--- config.mk ---
export PLATFORM = sky130hd
export DESIGN_NAME = length_prefixed_field_parser
export DESIGN_NICKNAME = d
export VERILOG_FILES = /design/src/rtl/lfp_pkg.sv /design/src/rtl/length_prefixed_field_parser.sv
export SDC_FILE = /design/constraint.sdc
export NUM_CORES = 1
export LEC_CHECK = 0
export ABC_AREA = 1
export BUFFER_PORTS_ARGS = -buffer_cell sky130_fd_sc_hd__buf_4
export CORE_ASPECT_RATIO = 0.5
export CORE_MARGIN = 3
export CORE_UTILIZATION = 55
export CTS_CLUSTER_SIZE = 14
export DETAILED_ROUTE_END_ITERATION = 7
export GPL_TIMING_DRIVEN = 1
export HOLD_SLACK_MARGIN = 0.1
export PLACE_DENSITY_LB_ADDON = 0.12
export SYNTH_ARGS = -nofsm -noshare
export SYNTH_HDL_FRONTEND = slang
export SYNTH_SLANG_ARGS = --single-unit
export TNS_END_PERCENT = 20
--- constraint.sdc ---
create_clock -name clk -period 8.74 [get_ports clk]
set_input_delay 0.874 -clock clk [delete_from_list [all_inputs] [get_ports clk]]
set_output_delay 0.874 -clock clk [all_outputs]
set_load 0.005 [all_outputs]
--- src/rtl/lfp_pkg.sv ---
// Shared result codes, register indexes and result word type for the field parser.
package lfp_pkg;

  localparam logic [1:0] KIND_INT     = 2'd0;
  localparam logic [1:0] KIND_HEADER  = 2'd1;
  localparam logic [1:0] KIND_PAYLOAD = 2'd2;
  localparam logic [1:0] KIND_ERROR   = 2'd3;

  localparam logic [2:0] ERR_NEGATIVE     = 3'd0;
  localparam logic [2:0] ERR_TOO_LONG     = 3'd1;
  localparam logic [2:0] ERR_NO_DATA      = 3'd2;
  localparam logic [2:0] ERR_NOT_MULTIPLE = 3'd3;
  localparam logic [2:0] ERR_OVERRUN      = 3'd4;

  localparam logic [1:0] REG_FIELD_MODE   = 2'd0;
  localparam logic [1:0] REG_MAX_LENGTH   = 2'd1;
  localparam logic [1:0] REG_ELEMENT_SIZE = 2'd2;
  localparam logic [1:0] REG_STREAM_SIZE  = 2'd3;

  localparam logic [30:0] MAX_LENGTH_RESET = 31'd1048576;

  typedef struct packed {
    logic [1:0]  kind;
    logic [31:0] value;
    logic [7:0]  pbyte;
    logic [2:0]  code;
    logic        last;
  } result_t;

endpackage

--- src/rtl/length_prefixed_field_parser.sv ---
// Top level of the signed varint and length-prefixed field parser.
// A byte of the stream is taken whenever the parser is idle and the output register is
// free or being emptied, so integer fields and payload bytes run at one word per cycle
// while the output is not stalled. The last prefix byte of a buffer field is taken,
// then the sign, maximum and remaining-data checks run, then 32 steps of the one-bit
// restoring divider yield the element count and the remainder, and then the header is
// issued; no word is taken meanwhile. The first error is issued once and the block
// then drops every further word until reset.
module length_prefixed_field_parser (
  input  logic               clk,
  input  logic               rst_n,
  input  logic               in_valid,
  output logic               in_ready,
  input  logic [7:0]         in_data_byte,
  output logic               out_valid,
  input  logic               out_ready,
  output logic [1:0]         out_result_kind,
  output logic signed [31:0] out_value,
  output logic [7:0]         out_payload_byte,
  output logic [2:0]         out_error_code,
  output logic               out_last,
  input  logic               psel,
  input  logic               penable,
  input  logic               pwrite,
  input  logic [3:0]         paddr,
  input  logic [31:0]        pwdata,
  output logic [31:0]        prdata,
  output logic               pready
);

  localparam logic [1:0] ST_IDLE  = 2'd0;
  localparam logic [1:0] ST_CHECK = 2'd1;
  localparam logic [1:0] ST_DIV   = 2'd2;
  localparam logic [1:0] ST_DONE  = 2'd3;

  logic        mode_r;
  logic [30:0] max_r;
  logic [15:0] esize_r;
  logic [31:0] ssize_r;

  logic [1:0]  state_r, state_nxt;
  logic [31:0] pos_r, pos_nxt;
  logic        payload_r, payload_nxt;
  logic [2:0]  cnt_r, cnt_nxt;
  logic [31:0] acc_r, acc_nxt;
  logic        neg_r, neg_nxt;
  logic [30:0] left_r, left_nxt;
  logic        failed_r, failed_nxt;
  logic [31:0] v_r, v_nxt;
  logic [31:0] quo_r, quo_nxt;
  logic [15:0] rem_r, rem_nxt;
  logic [4:0]  step_r, step_nxt;

  logic                 out_valid_r;
  lfp_pkg::result_t     out_r;
  lfp_pkg::result_t     res;
  logic                 res_load;

  logic        in_acc;
  logic        cfg_wr;
  logic [15:0] es;
  logic [31:0] pos_inc;
  logic [31:0] acc_new;
  logic        neg_new;
  logic        more;
  logic        fail_now;
  logic [31:0] v_fin;
  logic [31:0] stream_left;
  logic [17:0] trial;

  assign in_ready  = (state_r == ST_IDLE) && (!out_valid_r || out_ready);
  assign in_acc    = in_valid && in_ready;
  assign cfg_wr    = psel && penable && pwrite && pready;
  assign es        = (esize_r == 16'd0) ? 16'd1 : esize_r;
  assign pos_inc   = pos_r + 32'd1;
  assign trial     = {1'b0, rem_r, quo_r[31]} - {2'b00, es};
  assign stream_left = (pos_r < ssize_r) ? (ssize_r - pos_r) : 32'd0;

  always_comb begin
    acc_new = acc_r;
    neg_new = neg_r;
    more    = in_data_byte[7];
    fail_now = 1'b0;
    case (cnt_r)
      3'd0: begin
        acc_new = {26'd0, in_data_byte[5:0]};
        neg_new = in_data_byte[6];
      end
      3'd1: acc_new = acc_r | {19'd0, in_data_byte[6:0], 6'd0};
      3'd2: acc_new = acc_r | {12'd0, in_data_byte[6:0], 13'd0};
      3'd3: begin
        acc_new  = acc_r | {5'd0, in_data_byte[6:0], 20'd0};
        fail_now = (pos_inc >= ssize_r);
      end
      default: begin
        acc_new = acc_r | {in_data_byte[4:0], 27'd0};
        more    = 1'b0;
      end
    endcase
    v_fin = neg_new ? (32'd0 - acc_new) : acc_new;
  end

  always_comb begin
    state_nxt   = state_r;
    pos_nxt     = pos_r;
    payload_nxt = payload_r;
    cnt_nxt     = cnt_r;
    acc_nxt     = acc_r;
    neg_nxt     = neg_r;
    left_nxt    = left_r;
    failed_nxt  = failed_r;
    v_nxt       = v_r;
    quo_nxt     = quo_r;
    rem_nxt     = rem_r;
    step_nxt    = step_r;
    res_load    = 1'b0;
    res         = '0;
    case (state_r)
      ST_IDLE: begin
        if (in_acc && !failed_r) begin
          if (payload_r) begin
            pos_nxt  = pos_inc;
            left_nxt = left_r - 31'd1;
            if (left_r == 31'd1) begin
              payload_nxt = 1'b0;
            end
            res_load  = 1'b1;
            res.kind  = lfp_pkg::KIND_PAYLOAD;
            res.pbyte = in_data_byte;
            res.last  = (left_r == 31'd1);
          end else if (pos_r >= ssize_r) begin
            failed_nxt = 1'b1;
            res_load   = 1'b1;
            res.kind   = lfp_pkg::KIND_ERROR;
            res.code   = lfp_pkg::ERR_OVERRUN;
            res.last   = 1'b1;
          end else begin
            pos_nxt = pos_inc;
            if (fail_now) begin
              failed_nxt = 1'b1;
              res_load   = 1'b1;
              res.kind   = lfp_pkg::KIND_ERROR;
              res.code   = lfp_pkg::ERR_OVERRUN;
              res.last   = 1'b1;
            end else if (more) begin
              cnt_nxt = cnt_r + 3'd1;
              acc_nxt = acc_new;
              neg_nxt = neg_new;
            end else begin
              cnt_nxt = 3'd0;
              acc_nxt = 32'd0;
              neg_nxt = 1'b0;
              if (!mode_r) begin
                res_load  = 1'b1;
                res.kind  = lfp_pkg::KIND_INT;
                res.value = v_fin;
                res.last  = 1'b1;
              end else begin
                v_nxt     = v_fin;
                state_nxt = ST_CHECK;
              end
            end
          end
        end
      end
      ST_CHECK: begin
        if (v_r[31] || (v_r[30:0] > max_r) || (v_r > stream_left)) begin
          failed_nxt = 1'b1;
          res_load   = 1'b1;
          res.kind   = lfp_pkg::KIND_ERROR;
          res.last   = 1'b1;
          if (v_r[31]) begin
            res.code = lfp_pkg::ERR_NEGATIVE;
          end else if (v_r[30:0] > max_r) begin
            res.code = lfp_pkg::ERR_TOO_LONG;
          end else begin
            res.code = lfp_pkg::ERR_NO_DATA;
          end
          state_nxt = ST_IDLE;
        end else begin
          quo_nxt   = v_r;
          rem_nxt   = 16'd0;
          step_nxt  = 5'd0;
          state_nxt = ST_DIV;
        end
      end
      ST_DIV: begin
        quo_nxt  = {quo_r[30:0], ~trial[17]};
        rem_nxt  = trial[17] ? {rem_r[14:0], quo_r[31]} : trial[15:0];
        step_nxt = step_r + 5'd1;
        if (step_r == 5'd31) begin
          state_nxt = ST_DONE;
        end
      end
      ST_DONE: begin
        res_load  = 1'b1;
        res.last  = 1'b1;
        state_nxt = ST_IDLE;
        if (rem_r != 16'd0) begin
          failed_nxt = 1'b1;
          res.kind   = lfp_pkg::KIND_ERROR;
          res.code   = lfp_pkg::ERR_NOT_MULTIPLE;
        end else begin
          res.kind  = lfp_pkg::KIND_HEADER;
          res.value = quo_r;
          res.last  = (v_r == 32'd0);
          if (v_r != 32'd0) begin
            payload_nxt = 1'b1;
            left_nxt    = v_r[30:0];
          end
        end
      end
      default: state_nxt = ST_IDLE;
    endcase
  end

  always_ff @(posedge clk) begin
    if (!rst_n) begin
      state_r     <= ST_IDLE;
      pos_r       <= 32'd0;
      payload_r   <= 1'b0;
      cnt_r       <= 3'd0;
      acc_r       <= 32'd0;
      neg_r       <= 1'b0;
      left_r      <= 31'd0;
      failed_r    <= 1'b0;
      out_valid_r <= 1'b0;
    end else begin
      state_r   <= state_nxt;
      pos_r     <= pos_nxt;
      payload_r <= payload_nxt;
      cnt_r     <= cnt_nxt;
      acc_r     <= acc_nxt;
      neg_r     <= neg_nxt;
      left_r    <= left_nxt;
      failed_r  <= failed_nxt;
      if (res_load) begin
        out_valid_r <= 1'b1;
      end else if (out_ready) begin
        out_valid_r <= 1'b0;
      end
    end
  end

  always_ff @(posedge clk) begin
    v_r    <= v_nxt;
    quo_r  <= quo_nxt;
    rem_r  <= rem_nxt;
    step_r <= step_nxt;
    if (res_load) begin
      out_r <= res;
    end
  end

  always_ff @(posedge clk) begin
    if (!rst_n) begin
      mode_r  <= 1'b0;
      max_r   <= lfp_pkg::MAX_LENGTH_RESET;
      esize_r <= 16'd1;
      ssize_r <= 32'd0;
    end else if (cfg_wr) begin
      case (paddr[3:2])
        lfp_pkg::REG_FIELD_MODE:   mode_r  <= pwdata[0];
        lfp_pkg::REG_MAX_LENGTH:   max_r   <= pwdata[30:0];
        lfp_pkg::REG_ELEMENT_SIZE: esize_r <= pwdata[15:0];
        lfp_pkg::REG_STREAM_SIZE:  ssize_r <= pwdata;
        default: ;
      endcase
    end
  end

  always_comb begin
    case (paddr[3:2])
      lfp_pkg::REG_FIELD_MODE:   prdata = {31'd0, mode_r};
      lfp_pkg::REG_MAX_LENGTH:   prdata = {1'b0, max_r};
      lfp_pkg::REG_ELEMENT_SIZE: prdata = {16'd0, esize_r};
      lfp_pkg::REG_STREAM_SIZE:  prdata = ssize_r;
      default:                   prdata = 32'd0;
    endcase
  end

  assign pready           = 1'b1;
  assign out_valid        = out_valid_r;
  assign out_result_kind  = out_r.kind;
  assign out_value        = signed'(out_r.value);
  assign out_payload_byte = out_r.pbyte;
  assign out_error_code   = out_r.code;
  assign out_last         = out_r.last;

endmodule

# == After elaboration in Yosys (flattened, before gate mapping) ==
# Index checks and enable logic that the tools add are counted.
# totals
ff_bits,315
inputBits,51
out_inout_bits,81
# op_classes
addsub,7
magnitude_cmp,5
eq_ne,26
n_mux,82
n_bitwise,9
n_reduce_logical,35
# ops
operator,count
2-to-1 mux 32 bit,12
case mux 32 bit (4 select lines),2
case mux 32 bit (2 select lines),2
2-to-1 mux 31 bit,4
greater-or-equal comparator 32 bit,2
case mux 31 bit (2 select lines),1
2-to-1 mux 16 bit,3
2-to-1 mux 46 bit,1
"adder 32 x 1 -> 32 bit, second input constant",1
> comparator 32 bit,1
logical NOT 32 bit,1
< comparator 32 bit,1
2-to-1 mux 2 bit,16
bitwise OR 32 x 13 -> 32 bit,1
bitwise OR 32 x 20 -> 32 bit,1
bitwise OR 32 x 27 -> 32 bit,1
bitwise OR 32 bit,1
case mux 16 bit (2 select lines),1
nonzero test 32 bit,1
"subtractor 1 x 32 -> 32 bit, first input constant",1
subtractor 32 bit,1
"equality test 31 x 1 -> 1 bit, second input constant",1
> comparator 31 bit,1
"subtractor 31 x 1 -> 31 bit, second input constant",1
other kinds (39),106

# == Depth between registers and ports, before layout ==
# Gate-level depths: netlist of run 1.
# logic_depth
word_depth,11
depth_mapped,34
depth_no_buf,32

# == Least setup slack after synthesis of run 1 ==
# No wires, ideal clock.
# synth_timing
path_kind,register to register
start,register ssize_r[0]
end,register quo_r[0] (enable)
setup_time_ps,910
t_arrival_ps,4763
required_time_ps,7830
slack_ps,3067
stages_incl_launch_ff,27
period_less_slack_ps,5673
cell_sequence,dfxtp_1 inv_1 ha_1 inv_1 fa_1 nand2_1 o21ai_2 a21oi_1 o21ai_0 nand2_1 nand2_1 inv_1 o21ai_0 nand2_1 nand2_1 nor2_1 nor2_1 nand2_1 ha_1 nand2_1 nor2_1 nor4b_1 nand2_1 nand2_1 nand2_1 nand2_1 o21ai_0
# synth_via
elab_chain_len,6
word_cells_on_any_way,7
cone_classes,add/sub (1); order compare (2); eq/ne (1); mux (1); reduce/logical (2)
# synth_lines
item,line_no,rtl
from (decl),length_prefixed_field_parser.sv:39,logic [31:0] ssize_r;
from (signal assigned),length_prefixed_field_parser.sv:266,lfp_pkg::REG_STREAM_SIZE: ssize_r <= pwdata;
subtractor 32 bit / < comparator 32 bit (equally long branches),length_prefixed_field_parser.sv:77,assign stream_left = (pos_r < ssize_r) ? (ssize_r - pos_r) : 32'd0;
2-to-1 mux 32 bit (*),length_prefixed_field_parser.sv:77,
> comparator 32 bit (*),length_prefixed_field_parser.sv:167,if (v_r[31] || (v_r[30:0] > max_r) || (v_r > stream_left)) begin
logical OR 1 bit (*),length_prefixed_field_parser.sv:167,
!= test 2 bit (no source line) (*),--,
AND reduction 2 bit (no source line) (*),--,
to (signal assigned),length_prefixed_field_parser.sv:247,quo_r <= quo_nxt;
to (decl),length_prefixed_field_parser.sv:50,"logic [31:0] quo_r, quo_nxt;"
# Mark *: on every way between the ends. The rest lies on a longest branch, timed or not.
# A chain may end at the register's enable or synchronous reset.

==> results of run 1 <==
## layer usage
metal	vias to the layer above	GRT usage, %	part of all wire, %
met1	8934	44.5	45
met5	-	0	0
li1	9564	-	-
met2	801	48.3	43
met4	0	9.10	3.3
met3	128	4.70	9.0
## cell type report
cell class	instances	area share, %
sequential	315	33.5
clock buffer	45	3.68
inverter	364	6.01
multi-input combinational	2032	48.9
clock inverter	10	0.539
antenna	1	0.0110
tap	484	2.66
timing repair buffer	144	4.75
## registers in the layout, indices dropped and copies added, names as in the netlist, 16 cells and up, named ones only
signal     count
out_value     32
quo_r         32
v_r           32
pos_r         32
esize_r       16
acc_r         32
ssize_r       32
max_r         31
rem_r         16
left_r        31
## synthesized netlist by cell type, drive strengths merged, types with 8 or more instances
| master | number |
|---|---|
| a21o | 8 |
| a21oi | 314 |
| a31oi | 10 |
| buf | 27 |
| clkbuf | 75 |
| dfxtp | 184 |
| edfxtp | 131 |
| ha | 159 |
| inv | 361 |
| nand2 | 615 |
| nand3 | 114 |
| nand3b | 18 |
| nand4 | 31 |
| nor2 | 255 |
| nor3 | 23 |
| nor4 | 18 |
| o21ai | 297 |
| o221ai | 16 |
| o22ai | 16 |
| or2 | 19 |
| xnor2 | 9 |
| xor2 | 63 |
## power groups by stage
stage	Sequential, mW	Combinational, mW	Clock [mW]
global placement	1.83	2.35	0
global route	1.82	2.76	1.40
detailed placement	1.84	2.39	0
finish	1.81	2.45	1.32
CTS	1.81	2.41	1.34
floorplan	1.83	1.74	0
## how the worst max path moves through the flow
stage | startpoint | to
detailed placement | pos_r[0]$_SDFFE_PN0P_ | out_value[24]$_DFFE_PP_
global route | pos_r[0]$_SDFFE_PN0P_ | out_value[24]$_DFFE_PP_
global placement | pos_r[0]$_SDFFE_PN0P_ | out_value[1]$_DFFE_PP_
CTS | pos_r[0]$_SDFFE_PN0P_ | out_value[24]$_DFFE_PP_
finish | pos_r[0]$_SDFFE_PN0P_ | out_value[24]$_DFFE_PP_
floorplan | ssize_r[0]$_SDFFE_PN0P_ | quo_r[0]$_DFFE_PP_
## per-stage QoR
step | cells | area, µm² | utilization (%) | setup slack [ns]
6_report | 3395 | 22700 | 62.6 | 3.07
5_1_grt | 3395 | 22700 | 62.6 | 2.60
4_1_cts | 3394 | 22700 | 62.6 | 3.11
3_5_place_dp | 3339 | 21800 | 59.9 | 3.12
3_3_place_gp | 3339 | 21800 | 59.9 | 3.23
2_1_floorplan | 2813 | 20500 | - | 3.07
## kinds of logic (layout without fill, tap and decap cells)
logic type,count (synthesis),count (layout)
AND/OR/NAND/NOR,1098,1098
AO/OA/AOI/OAI,700,700
buffers and inverters,466,563
flip-flops,315,315
adder cells (fa/ha/maj),161,161
XOR/XNOR,72,72
other,1,2
## worst register-to-register path, cell delays in order, from the launching register on
cell      delay [ns]
dfxtp_1         0.47
nand3_1         0.20
nor3_2          0.29
nand2_1         0.15
nor2_1          0.23
nand2_1         0.12
nor3_1          0.16
nand4_1         0.19
nor2_1          0.16
xor2_1          0.22
inv_1           0.07
ha_1            0.29
a21oi_1         0.14
o21ai_0         0.10
nand2_1         0.07
o211ai_1        0.08
a21oi_1         0.13
nand2_1         0.18
nand2_1         0.21
nand3_4         0.55
nor2_4          0.94
nand2_1         0.16
a21oi_1         0.35
==> out/results.txt, run 1 <==
The internal portion of total power came out at 3.26 mW. Yosys attributes the largest share of cell area to edfxtp_1, dfxtp_1, nand2_1. The tools report the number of clock buffers inserted by TritonCTS as 30. The vertical die dimension is 143 µm.

By area, the combinational part of the netlist is dominated by simple AND/OR/NAND/NOR gates. The number of cells on the worst reg-to-reg path came out at 22. Arrival time reported for the critical path endpoint: 6.04 ns. The fill cell instance count of the final layout is 3375.

The number of warning messages in the yosys log was 0. The number of nets with antenna violations after routing was 0; the part of the cycle the worst path needs was 64.9%. The total chip power is 5.57 mW. The die covers 0.0398 mm². The worst-case headroom to the max-slew limit is 15.5%, and the via density per instance is 5.72.

The smallest clock period supported by the final layout is computed as 5.67 ns. For the final count of hold timing violations, the log shows 0. In this run the tool buffered the top-level ports with 128 buffer cells. The largest individual stage delay along the critical path comes from the cell nor2_4. The biggest area contributor in the post-synthesis netlist is edfxtp_1. Static timing analysis puts the maximum clock frequency at 176 MHz. In this run the most critical hold path is launched from acc_r[12]$_SDFFE_PN0P_. In this run the power spent charging and discharging nets is 2.32 mW. The tools report the half-perimeter wire length after placement as 47.1 mm. The worst setup path category is flop to flop. The endpoint of the worst-slack reg-to-reg timing path is out_value[24]$_DFFE_PP_. In this run, distinct cell masters in the synthesized netlist total 60. Summing the areas of all compound-gate instances in the mapped netlist gives 18.4% of the synthesized area. Walking the worst path, the cells encountered are nand3_1 > nor3_2 > nand2_1 > nor2_1 > nand2_1 > nor3_1 > nand4_1 > nor2_1 > xor2_1 > inv_1 > ha_1 > a21oi_1 > o21ai_0 > nand2_1 > o211ai_1 > a21oi_1 > nand2_1 > nand2_1 > nand3_4 > nor2_4 > nand2_1 > a21oi_1. Xor/xnor cell area share of the yosys netlist: 3.15%.

The routed design has 62.7 mm of wire. The cell sitting at the root of the clock tree is a clkbuf_16. The logs give 3025 for the net count after synthesis and 23.7% for the clock network fraction of design power. The mapped netlist covers 0.0205 mm².

Counting stages on the worst path, the most repeated cell is nand2_1. The total overflow left after global routing is 0. The average wire per standard cell is 18.5 µm.

The starting utilization of the core area was 56.5%; the layout overhead on the synthesized area was 10.8%. In the layout the commonest cells are nand2_1, inv_1, a21oi_1. The number of failing setup endpoints in the final timing report was 0. Combinational cells account for 43.9% of the total power. Net switching is 41.6% of the power. The area inside the core boundary is 0.0364 mm². In the global route stage, overall resource usage came out at 30.9%. In this run the number of cells on the critical path is 22. The tools report the leakage power summed over all cells as 10.1 nW.

The tool flagged a number of max-cap violations equal to 0. Setup repair after global routing left no endpoint under its margin. The largest driver fanout on the critical path was 73; the reg2reg setup slack was 3.07 ns. The number of levels the H-tree was split into is 1, and the number of gates given a new drive strength after cts is 0. The largest stage delay on the critical path is 0.94 ns, and the slew at the pin closest to its max-slew limit is 1.26 ns.

STA classifies the critical path endpoint as a flop. Fraction of registers with async set/reset: 0%. The synthesized netlist devotes 9.89% of its cell area to adder and majority cells.

Registers take 0.00762 mm². Each instance of the synthesized netlist takes up on average 7.30 µm². The max-slew violation count is 0, and the gate count of the mapped netlist is 2813. The cell class contributing the biggest share of worst-path delay is simple AND/OR/NAND/NOR gates.

For this run, the post-layout net count is 3099. After synthesis the netlist holds a flip-flop and latch count of 315. The tools report the count of hold-fix buffers inserted at cts as 0. The power share of the sequential group came out at 32.4%. The maximum count of clock buffers along a single path came out at 3. The library cell used most frequently in the layout, excluding fill and tap cells, is nand2_1.

The initial antenna violation count was 1; the count of flip-flops with a built-in enable after synthesis was 131. The number of setup buffers added after CTS was 0; the total I/O pin count was 132. Of the total synthesized cell area, the portion taken by AND, OR, NAND and NOR gates is 22.6%.

Area fraction of the dominant cell type after synthesis: 19.2%. The post-route netlist has 8.73% of its cells at a drive strength greater than 1. The tools report the number of global-route vias before repair as 17545.

The pre-antenna-repair detailed-routing pass consisted of 5 iterations. TritonCTS built the clock tree. The worst hold path was traced through 2 stages. For the final database, setup skew stands at 0.0286 ns.

The predominant post-synthesis flop cell was dfxtp_1. The clock transition time at the flip-flop clock pins of the worst setup and hold paths is 0.07 ns, and the routability-driven placement congestion ratio is 0.961. In this run the power density over the cells is 245 mW/mm².

Hold is met by 0.455 ns. The clock latency on the worst-skew pair came out at 0.60 ns. Summing all multi-input logic gate instances after layout gives 0.0111 mm². The first routing iteration left 1779 violations.

The hold path endpoint is acc_r[12]$_SDFFE_PN0P_. The horizontal die dimension is 279 µm, and the final setup TNS is 0 ns. In the routed design, unresolved DRC markers number 0. The first-pass GRT wire length was 96.2 mm; the via count of the routed design was 19427.

Entering global routing, the biggest net connects 80 pins. The run gives 37.1% as the sequential cell area fraction in the yosys report. The min-delay analysis places its worst path in the category flop to flop. The share of cell area taken by muxes after synthesis is 0%. The worst endpoint required time was 9.11 ns. The worst reg2reg path startpoint is pos_r[0]$_SDFFE_PN0P_. The flow ran to the end, and the final reports show no timing, DRC or antenna violations. The worst setup path is launched from a flop.

Sum of buffers and inverters on the critical path: 1. IR analysis of the VDD net gives a maximum drop of 0.175 mV. The run gives 315 as the count of clock tree sinks. Row generation in the floorplan step produced 49 rows.
Power figures use the tool's default switching activity.
==> inputs of run 2 (changes only) <==
Clock period 8.74 ns to 4.94 ns, I/O delays scaled along.
==> run 2 against run 1 <==
Against the previous run:
- combinational power grew 78%
- global-route usage grew 0.17 points
- total power grew 78%
- register-to-register slack lost 2.7 ns
- wire length grew 1.5%
==> out/results.txt, run 2 (synthesized netlist as in run 1, its figures left out) <==
The flow ran to the end, and the final reports show no timing, DRC or antenna violations. The fill cell instance count of the final layout was 3356. The number of global-route vias before repair is 17501, and the post-layout minimum cycle time is 4.62 ns.

For this run the aggregate overflow at the end of global routing stands at 0. The logs give 0 for the count of hold-fix buffers inserted at cts and 96.7 mm for the first-pass GRT wire length. Together, buffers and inverters on the worst path number 5. Timing would allow up to 216 MHz. The run gives 0.0364 mm² as the area inside the core boundary. Grouping stages by cell kind, the critical path spends the most delay in simple AND/OR/NAND/NOR gates. The largest driver fanout on the critical path is 10.

The largest stage delay on the critical path was 0.38 ns. TritonCTS built the clock tree. Dividing total power by cell area gives a power density of 433 mW/mm².

The final cell utilization of the core is 63.1%. The number of antenna diodes in the final layout is 0. The final count of hold timing violations is 0, and the number of levels the H-tree was split into is 1. The die covers 0.0398 mm². The pin count of the biggest net entering global routing is 79.

For this configuration, the core starts out at a cell density of 56.5%. The kind of start point of the critical path is a flop. Final hold analysis gives a worst-case slack of 0.167 ns. Buffers inserted during clock tree synthesis total 30. At the pin with the least slew margin, the transition time is 1.21 ns. The final routed wirelength across all metal layers was 63.7 mm.

The arrival time reported for the critical path endpoint was 4.97 ns; the half-perimeter wire length after placement was 47.6 mm. Horizontal die dimension: 279 µm. On the final layout, the worst clock skew is 0.0130 ns. The path class of the tightest hold or removal check is primary input to flop.

The worst setup path category was flop to flop. The run gives 0 as the max-slew violation count. For the violation count after the first detailed-route iteration, the log shows 1684. The cell sitting at the root of the clock tree is a clkbuf_16. The number of cell rows was 49; the worst ir drop on vdd was 0.332 mV. The max-capacitance violation count is 0. The library cell used most frequently in the layout, excluding fill and tap cells, is nand2_1. Global routing consumed, over all layers together, 31.1% of the routing resources.

For this design, the slowest cell found on the critical path is fa_1. At the later pin of the worst-skew pair, clock insertion delay measures 0.60 ns. The tools report the initial antenna violation count as 1. The clock transition time at the flip-flop clock pins of the worst setup and hold paths works out to 0.06 ns. The maximum count of clock buffers along a single path was 3; the layout overhead on the synthesized area was 11.8%. The detailed router placed 19321 vias in this run. The clock net in this run drives a total of 315 sinks. The number of buffers added on ports was 128; the worst-case headroom to the max-slew limit was 19.1%. The final layout contains 3113 nets.

In this run the static leakage power is 10.2 nW. In the final routed layout, each cell accounts on average for 18.7 µm. The share of post-route cells with drive strength above 1 is 9.37%. The top cell types in the final layout, fill and taps aside, are nand2_1, inv_1, a21oi_1.

At the end of routability-driven placement, the weighted congestion stood at 0.983. The worst endpoint required time is 5.28 ns. The DRC violations left is 0, and the via density per instance is 5.67.

The first TritonRoute pass finished after 5 iterations. The number of failing setup endpoints in the final timing report came out at 0. In this design, the critical path's most frequently occurring cell is nand2_1. In this run the remaining antenna-violating nets after routing total 0. The category of the worst setup path capture point was a flop. The part of the cycle the worst path needs came out at 93.6%.

During I/O placement, the number of pins put on the boundary was 132. The vertical die dimension was 143 µm.
## run 2: worst paths after layout
check	startpoint	end	slack (ns)	depth (start not counted)
max	ssize_r[0]$_SDFFE_PN0P_	out_value[26]$_DFFE_PP_	0.32	28
min	pwdata[20]	max_r[20]$_SDFFE_PN1P_	0.17	3
max reg2reg	ssize_r[0]$_SDFFE_PN0P_	out_value[26]$_DFFE_PP_	0.32	28
min reg2reg	acc_r[13]$_SDFFE_PN0P_	acc_r[13]$_SDFFE_PN0P_	0.46	2
## run 2: report_power, final
part | total (mW) | leakage (nW) | internal, mW | switching [mW]
Combinational | 4.37 | 7.04 | 1.51 | 2.86
Clock | 2.37 | 0.475 | 1.30 | 1.07
Sequential | 3.19 | 2.71 | 3.05 | 0.142
Total | 9.94 | 10.2 | 5.87 | 4.07
## run 2: timing repair
action / CTS / global route
setup buffers: 0 / 0
endpoints found under the setup margin: 0 / 113
resized for setup: 0 / 10
## run 2: cell type report
class,count,area [µm²],area share (%)
Sequential cell,315,7620,33.2
Tap cell,484,606,2.64
Multi-Input combinational cell,2033,11100,48.6
Inverter,364,1370,5.97
Clock inverter,11,116,0.507
Clock buffer,45,858,3.74
Timing Repair Buffer,157,1240,5.41
## run 2: metrics by stage
stage	setup WS, ns	setup TNS (ns)	instance area (µm²)	cells	power (mW)
2_1_floorplan	0.271	0	20500	2813	6.30
3_3_place_gp	0.329	0	21900	3350	7.35
3_5_place_dp	0.287	0	21900	3350	7.45
4_1_cts	0.252	0	22900	3406	9.81
5_1_grt	-0.00253	-0.00253	23000	3409	10.6
6_report	0.317	0	23000	3409	9.94
## run 2: tightest hold or removal path, delay by kind of cell
kind,cells,cell delay [ns]
simple gates,1,0.05
compound gates,1,0.07
buf+inv,1,0.10
## run 2: per-layer routing
| layer | vias up | wire length [µm] | GRT usage [%] |
|---|---|---|---|
| met5 | - | 0 | 0 |
| met4 | 0 | 1890 | 8.33 |
| met3 | 105 | 5910 | 6.31 |
| met2 | 708 | 27600 | 48.8 |
| met1 | 8933 | 28200 | 43.8 |
| li1 | 9575 | - | - |
